`src/rtl/core/oaht_pkg.sv`:
```
// Shared types and constants for the open-addressing hash table core.
// Holds table geometry, opcode and status codes, the slot row layout and
// the controller/datapath command and status structs. No dependencies.
package oaht_pkg;

	// Table geometry; SLOTS must be a power of two (home slot = low hash bits)
	localparam int SLOTS      = 256;
	localparam int IDX_W      = $clog2(SLOTS);
	localparam int CNT_W      = IDX_W + 1;
	localparam int VALUE_BITS = 64;
	localparam int KEY_W      = 32;
	localparam int LOAD_LIMIT = 3 * SLOTS;
	localparam int LOAD_W     = CNT_W + 3;

	// Stream word layout
	localparam int IN_BITS  = 2 + KEY_W + 32 + 64;
	localparam int IN_W     = ((IN_BITS + 7) / 8) * 8;
	localparam int OUT_BITS = 2 + 1 + 64;
	localparam int OUT_W    = ((OUT_BITS + 7) / 8) * 8;

	// Request opcodes
	localparam logic [1:0] OP_GET = 2'd0;
	localparam logic [1:0] OP_SET = 2'd1;
	localparam logic [1:0] OP_DEL = 2'd2;

	// Response status codes
	localparam logic [1:0] RS_DONE     = 2'd0;
	localparam logic [1:0] RS_NOTFOUND = 2'd1;
	localparam logic [1:0] RS_FULL     = 2'd2;

	// Slot status codes
	localparam logic [1:0] SLOT_EMPTY = 2'd0;
	localparam logic [1:0] SLOT_LIVE  = 2'd1;
	localparam logic [1:0] SLOT_TOMB  = 2'd2;

	typedef struct packed {
		logic [1:0]            status;
		logic [KEY_W-1:0]      key;
		logic [VALUE_BITS-1:0] value;
	} slot_row_t;

	typedef struct packed {
		logic       load;       // latch request, start probe at home slot
		logic       advance;    // step to the next slot
		logic       wr_en;      // write the slot row
		logic       wr_free;    // write at the first free slot, not the probe slot
		logic       wr_tomb;    // write a tombstone over the probe slot
		logic       inc_used;   // count one more occupied slot
		logic       res_load;   // capture a response
		logic [1:0] res_status;
		logic       res_new;
		logic       res_hit;    // return the probed slot's value
		logic       out_load;   // move response into the output register
	} dp_cmd_t;

	typedef struct packed {
		logic [1:0] op;
		logic       full;
		logic       used_zero;
		logic       slot_empty;
		logic       slot_tomb;
		logic       key_match;
		logic       last;
		logic       free_ok;
		logic       out_free;
	} dp_sts_t;

endpackage

```
`src/rtl/core/oaht_ctrl.sv`:
```
// Controller of the hash table core: accept, probe and respond sequencer.
// Depends on oaht_pkg; commands oaht_dp and reads its status struct.
module oaht_ctrl (
	input  logic                 clk,
	input  logic                 arst_n,
	input  logic                 in_valid,
	output logic                 in_ready,
	input  logic [1:0]           in_op,
	input  oaht_pkg::dp_sts_t    sts,
	output oaht_pkg::dp_cmd_t    cmd
);
	import oaht_pkg::*;

	localparam logic [1:0] ST_IDLE  = 2'd0;
	localparam logic [1:0] ST_PROBE = 2'd1;
	localparam logic [1:0] ST_RESP  = 2'd2;

	logic [1:0] state_q;
	logic [1:0] state_d;

	assign in_ready = state_q == ST_IDLE;

	always_comb begin
		cmd     = '0;
		state_d = state_q;
		case (state_q)
			ST_IDLE: begin
				if (in_valid) begin
					cmd.load = 1'b1;
					case (in_op)
						OP_SET: begin
							if (sts.full) begin
								cmd.res_load   = 1'b1;
								cmd.res_status = RS_FULL;
								state_d        = ST_RESP;
							end else begin
								state_d = ST_PROBE;
							end
						end
						OP_GET, OP_DEL: begin
							if (sts.used_zero) begin
								cmd.res_load   = 1'b1;
								cmd.res_status = RS_NOTFOUND;
								state_d        = ST_RESP;
							end else begin
								state_d = ST_PROBE;
							end
						end
						default: begin
							cmd.res_load   = 1'b1;
							cmd.res_status = RS_NOTFOUND;
							state_d        = ST_RESP;
						end
					endcase
				end
			end
			ST_PROBE: begin
				if (sts.slot_empty) begin
					// Chain ends: set claims the first free slot, others miss
					cmd.res_load = 1'b1;
					state_d      = ST_RESP;
					if (sts.op == OP_SET) begin
						cmd.wr_en      = 1'b1;
						cmd.wr_free    = 1'b1;
						cmd.inc_used   = !sts.free_ok;
						cmd.res_status = RS_DONE;
						cmd.res_new    = 1'b1;
					end else begin
						cmd.res_status = RS_NOTFOUND;
					end
				end else if (sts.key_match) begin
					cmd.res_load   = 1'b1;
					cmd.res_status = RS_DONE;
					state_d        = ST_RESP;
					case (sts.op)
						OP_SET: cmd.wr_en = 1'b1;
						OP_DEL: begin
							cmd.wr_en   = 1'b1;
							cmd.wr_tomb = 1'b1;
						end
						default: cmd.res_hit = 1'b1;
					endcase
				end else if (sts.last) begin
					// Whole table visited without an empty slot
					cmd.res_load = 1'b1;
					state_d      = ST_RESP;
					if (sts.op == OP_SET && sts.free_ok) begin
						cmd.wr_en      = 1'b1;
						cmd.wr_free    = 1'b1;
						cmd.res_status = RS_DONE;
						cmd.res_new    = 1'b1;
					end else if (sts.op == OP_SET) begin
						cmd.res_status = RS_FULL;
					end else begin
						cmd.res_status = RS_NOTFOUND;
					end
				end else begin
					cmd.advance = 1'b1;
				end
			end
			ST_RESP: begin
				if (sts.out_free) begin
					cmd.out_load = 1'b1;
					state_d      = ST_IDLE;
				end
			end
			default: begin
				state_d = ST_IDLE;
			end
		endcase
	end

	always_ff @(posedge clk or negedge arst_n) begin
		if (!arst_n) begin
			state_q <= ST_IDLE;
		end else begin
			state_q <= state_d;
		end
	end

endmodule

```
`config.mk`:
```
export PLATFORM = sky130hd
export DESIGN_NAME = oaht_ctrl
export DESIGN_NICKNAME = d
export VERILOG_FILES = /design/src/rtl/core/oaht_pkg.sv /design/src/rtl/core/oaht_ctrl.sv
export SDC_FILE = /design/constraint.sdc
export NUM_CORES = 1
export LEC_CHECK = 0
export BUFFER_PORTS_ARGS = -buffer_cell sky130_fd_sc_hd__buf_4
export CAP_MARGIN = 40
export CORE_AREA = 5 5 42 44
export CTS_BUF_LIST = sky130_fd_sc_hd__clkbuf_4
export CTS_CLUSTER_SIZE = 14
export DETAILED_ROUTE_END_ITERATION = 10
export DIE_AREA = 0 0 47 49
export PLACE_DENSITY_LB_ADDON = 0.1
export SLEW_MARGIN = 30
export SYNTH_ARGS = -nofsm -noshare
export SYNTH_HDL_FRONTEND = slang
export SYNTH_SLANG_ARGS = --single-unit
```
`constraint.sdc`:
```
create_clock -name clk -period 2.8 [get_ports clk]
set_input_delay 0.56 -clock clk [delete_from_list [all_inputs] [get_ports clk]]
set_output_delay 0.56 -clock clk [all_outputs]
set_load 0.02 [all_outputs]
```
==> results.md <==
* CTS tree: done
* Layout cells sized above 1 at 0.4658
* Diode count at 0
* Most used cell, CP: buf_4
* Clk slew on worst S/H paths at 30 ps
* Clk_skew at 5.277 ps
* Max frequency at 483.2 MHz
* Fill count at 164
* CTS Sinks at 2
* Register area share after synthesis at 0.1476
* TNS Setup at 0 ps
* Setup repair bufs after CTS at 0
* Power per cell area at 391.4 nW/um2
* Final min period at 2070 ps
* Dpl ws at 718.5 ps
* Kind of end point of the critical path: output port
* Final period util at 0.7391
* Hold Vio Cnt, Final at 0
* Remaining design rule violation count at 0
* Rel. slew slack at 0.7927
* Slew @ Worst Pin at 309.6 ps
* Avg Inst Size Synth at 7.535 um2
* Final setup fails at 0
* Largest registers: state_q: 2 flops
* Row cnt at 14
* Switching share of power at 0.3765
* Via density at 4.562
* Maximum vdd ir drop at 0.3199 mV
* Die height at 49 um
* Nets at 93
* GP Congestion at 0.7595
* Antenna-violating nets left at 0
* Syn Nets at 63
* GR Overflow Total at 0
* RSZ-0062 raised after global routing: no
* Initial DRC Count at 3
* DRT Wirelength at 972 um
* CTS Buf Count at 3
* Reg2Reg Depth at 3
* First-pass GRT wire length at 1704 um
* Initial antenna violation count at 0
* CP Max Fanout at 4
* Fin. max-slew vios at 0
* Most frequent cells in the layout: 26 x buf_4, 4 x inv_1, 4 x nor2_1, 4 x nand2_1
* Crit path DAT at 1510 ps
* Largest net degree at the start of global routing at 9
* Status: complete, no violations
* Synth Cell Area at 339.1 um2
* DR pass1 iterations at 4
* Max H-tree Level at 1
* Number of global-route vias before repair at 448
* # IOs at 28
* Clock power share at 0.280
* Hold Path Class: input pin to async pin
* Starting Density at 0.2420
* Port Buffers at 26
* Via count at 406
* Commonest non-fill, non-tap cell in the layout: buf_4
* Hpwl dp at 818.2 um
* Startpoint Class: input pin
* Net Sw Power at 83.89 uW
* Total track usage at 0.09564
* CP max stage delay at 270 ps
* Max-cap violation count at 0
* WL per Instance at 10.92 um
* Syn-to-layout area delta at 67.90%
* CORE AREA at 1401 um2
* Cell-internal power at 138.9 uW
* Combinational share of power at 0.522
* Hold Buf Count CTS at 0
* Critical path, cell by cell: buf_4, inv_1, ha_1, nand2_2, o41ai_2, buf_4
* Setup CP Type: input pin to output port
* Post-CTS Resized at 0
* Root Driver: clkbuf_4
* Synth Instances at 45
* Post-synthesis register bit count at 2
* Max FFs per register at 2
* Synth cell types at 27
* Ys Warns at 0
* Final worst slack at 730.5 ps
* Latest clock arrival within the worst-skew pair at 220 ps
* Leakage at 0.3118 nW
* Worst-case clock buffer depth at 2
* Flop pwr share at 0.197
* Critical Path RT at 2240 ps
* Crit path max-delay cell type: o41ai_2
* DIE WIDTH at 47 um
* Biggest register: state_q
* Die area at 2303 um2
cells in the mapped netlist:
cell type,instances,share of area
and3b_1,1,0.026
o21ai_1,1,0.015
nor2b_1,2,0.037
nor3b_2,1,0.037
mux2_1,1,0.033
nand2_1,4,0.044
dfrtp_1,2,0.15
nand4b_1,1,0.026
o22ai_1,1,0.018
nor3b_1,1,0.022
nand3_1,2,0.030
and2b_1,1,0.022
a21o_1,1,0.022
nand2_2,1,0.018
o221ai_1,1,0.026
or3_1,1,0.018
a21oi_1,3,0.044
nand2b_1,2,0.037
and3_1,2,0.037
nor2_2,1,0.018
nor2_1,4,0.044
ha_1,3,0.11
a22oi_1,1,0.022
buf_4,1,0.022
inv_1,4,0.044
and2b_4,1,0.030
o41ai_2,1,0.048
power groups by stage:
stage / Sequential [mW] / Combinational (mW) / Clock (mW)
3_3_place_gp: 0.0455 / 0.118 / 0
6_report: 0.0439 / 0.116 / 0.0625
4_1_cts: 0.0441 / 0.119 / 0.0658
3_5_place_dp: 0.0442 / 0.119 / 0
2_1_floorplan: 0.0421 / 0.0652 / 0
5_1_grt: 0.0454 / 0.129 / 0.0709
logic make-up after synthesis:
family,after synthesis,share of synthesized area
adder cells (fa/ha/maj),3,0.1107
buffers and inverters,5,0.06642
flip-flops,2,0.1476
AO/OA/AOI/OAI,9,0.1956
multiplexers,1,0.03321
AND/OR/NAND/NOR,25,0.4465
worst max-delay path, delay by kind of cell:
kind            cells  cell delay (ps)
simple gates        1               90
buf+inv             3              360
compound gates      1              270
fa+ha+maj           1              220
layout make-up:
cell class,instances,area [um2],area share
multi-input combinational,38,266.5,0.4681
clock buffer,3,22.52,0.03956
tap,16,20.02,0.03516
timing repair buffer,26,195.2,0.3429
sequential,2,50.05,0.08791
inverter,4,15.01,0.02637
layer usage:
layer	vias to the layer above	routed length (um)	track usage
li1	215	-	-
met1	174	405	0.1116
met2	17	474	0.1629
met3	0	92	0.02583
met4	0	0	0.02765
met5	-	0	0
through the flow:
stage	hold slack (ps)	util	instance area (um2)	power [mW]	cells
floorplan	264.4	-	339.1	0.1073	45
global placement	342.8	0.3902	546.8	0.1630	86
detailed placement	342.8	0.3902	546.8	0.1628	86
CTS	103.2	0.4063	569.3	0.2291	89
global route	102.2	0.4063	569.3	0.2452	89
finish	111.5	0.4063	569.3	0.2228	89
path summary, 6_finish.rpt:
| path | startpoint | to | slack, ps |
|---|---|---|---|
| min in group clk | state_q[1] | state_q[1] | 600 |
| min reg2reg | state_q[1] | state_q[1] | 600 |
| max in group asynchronous | arst_n | state_q[0] | 2600 |
| min | arst_n | state_q[1] | 110 |
| max reg2reg | state_q[1] | state_q[1] | 1660 |
| max | sts[9] | cmd[4] | 730 |
(Power assumes the default switching activity.)
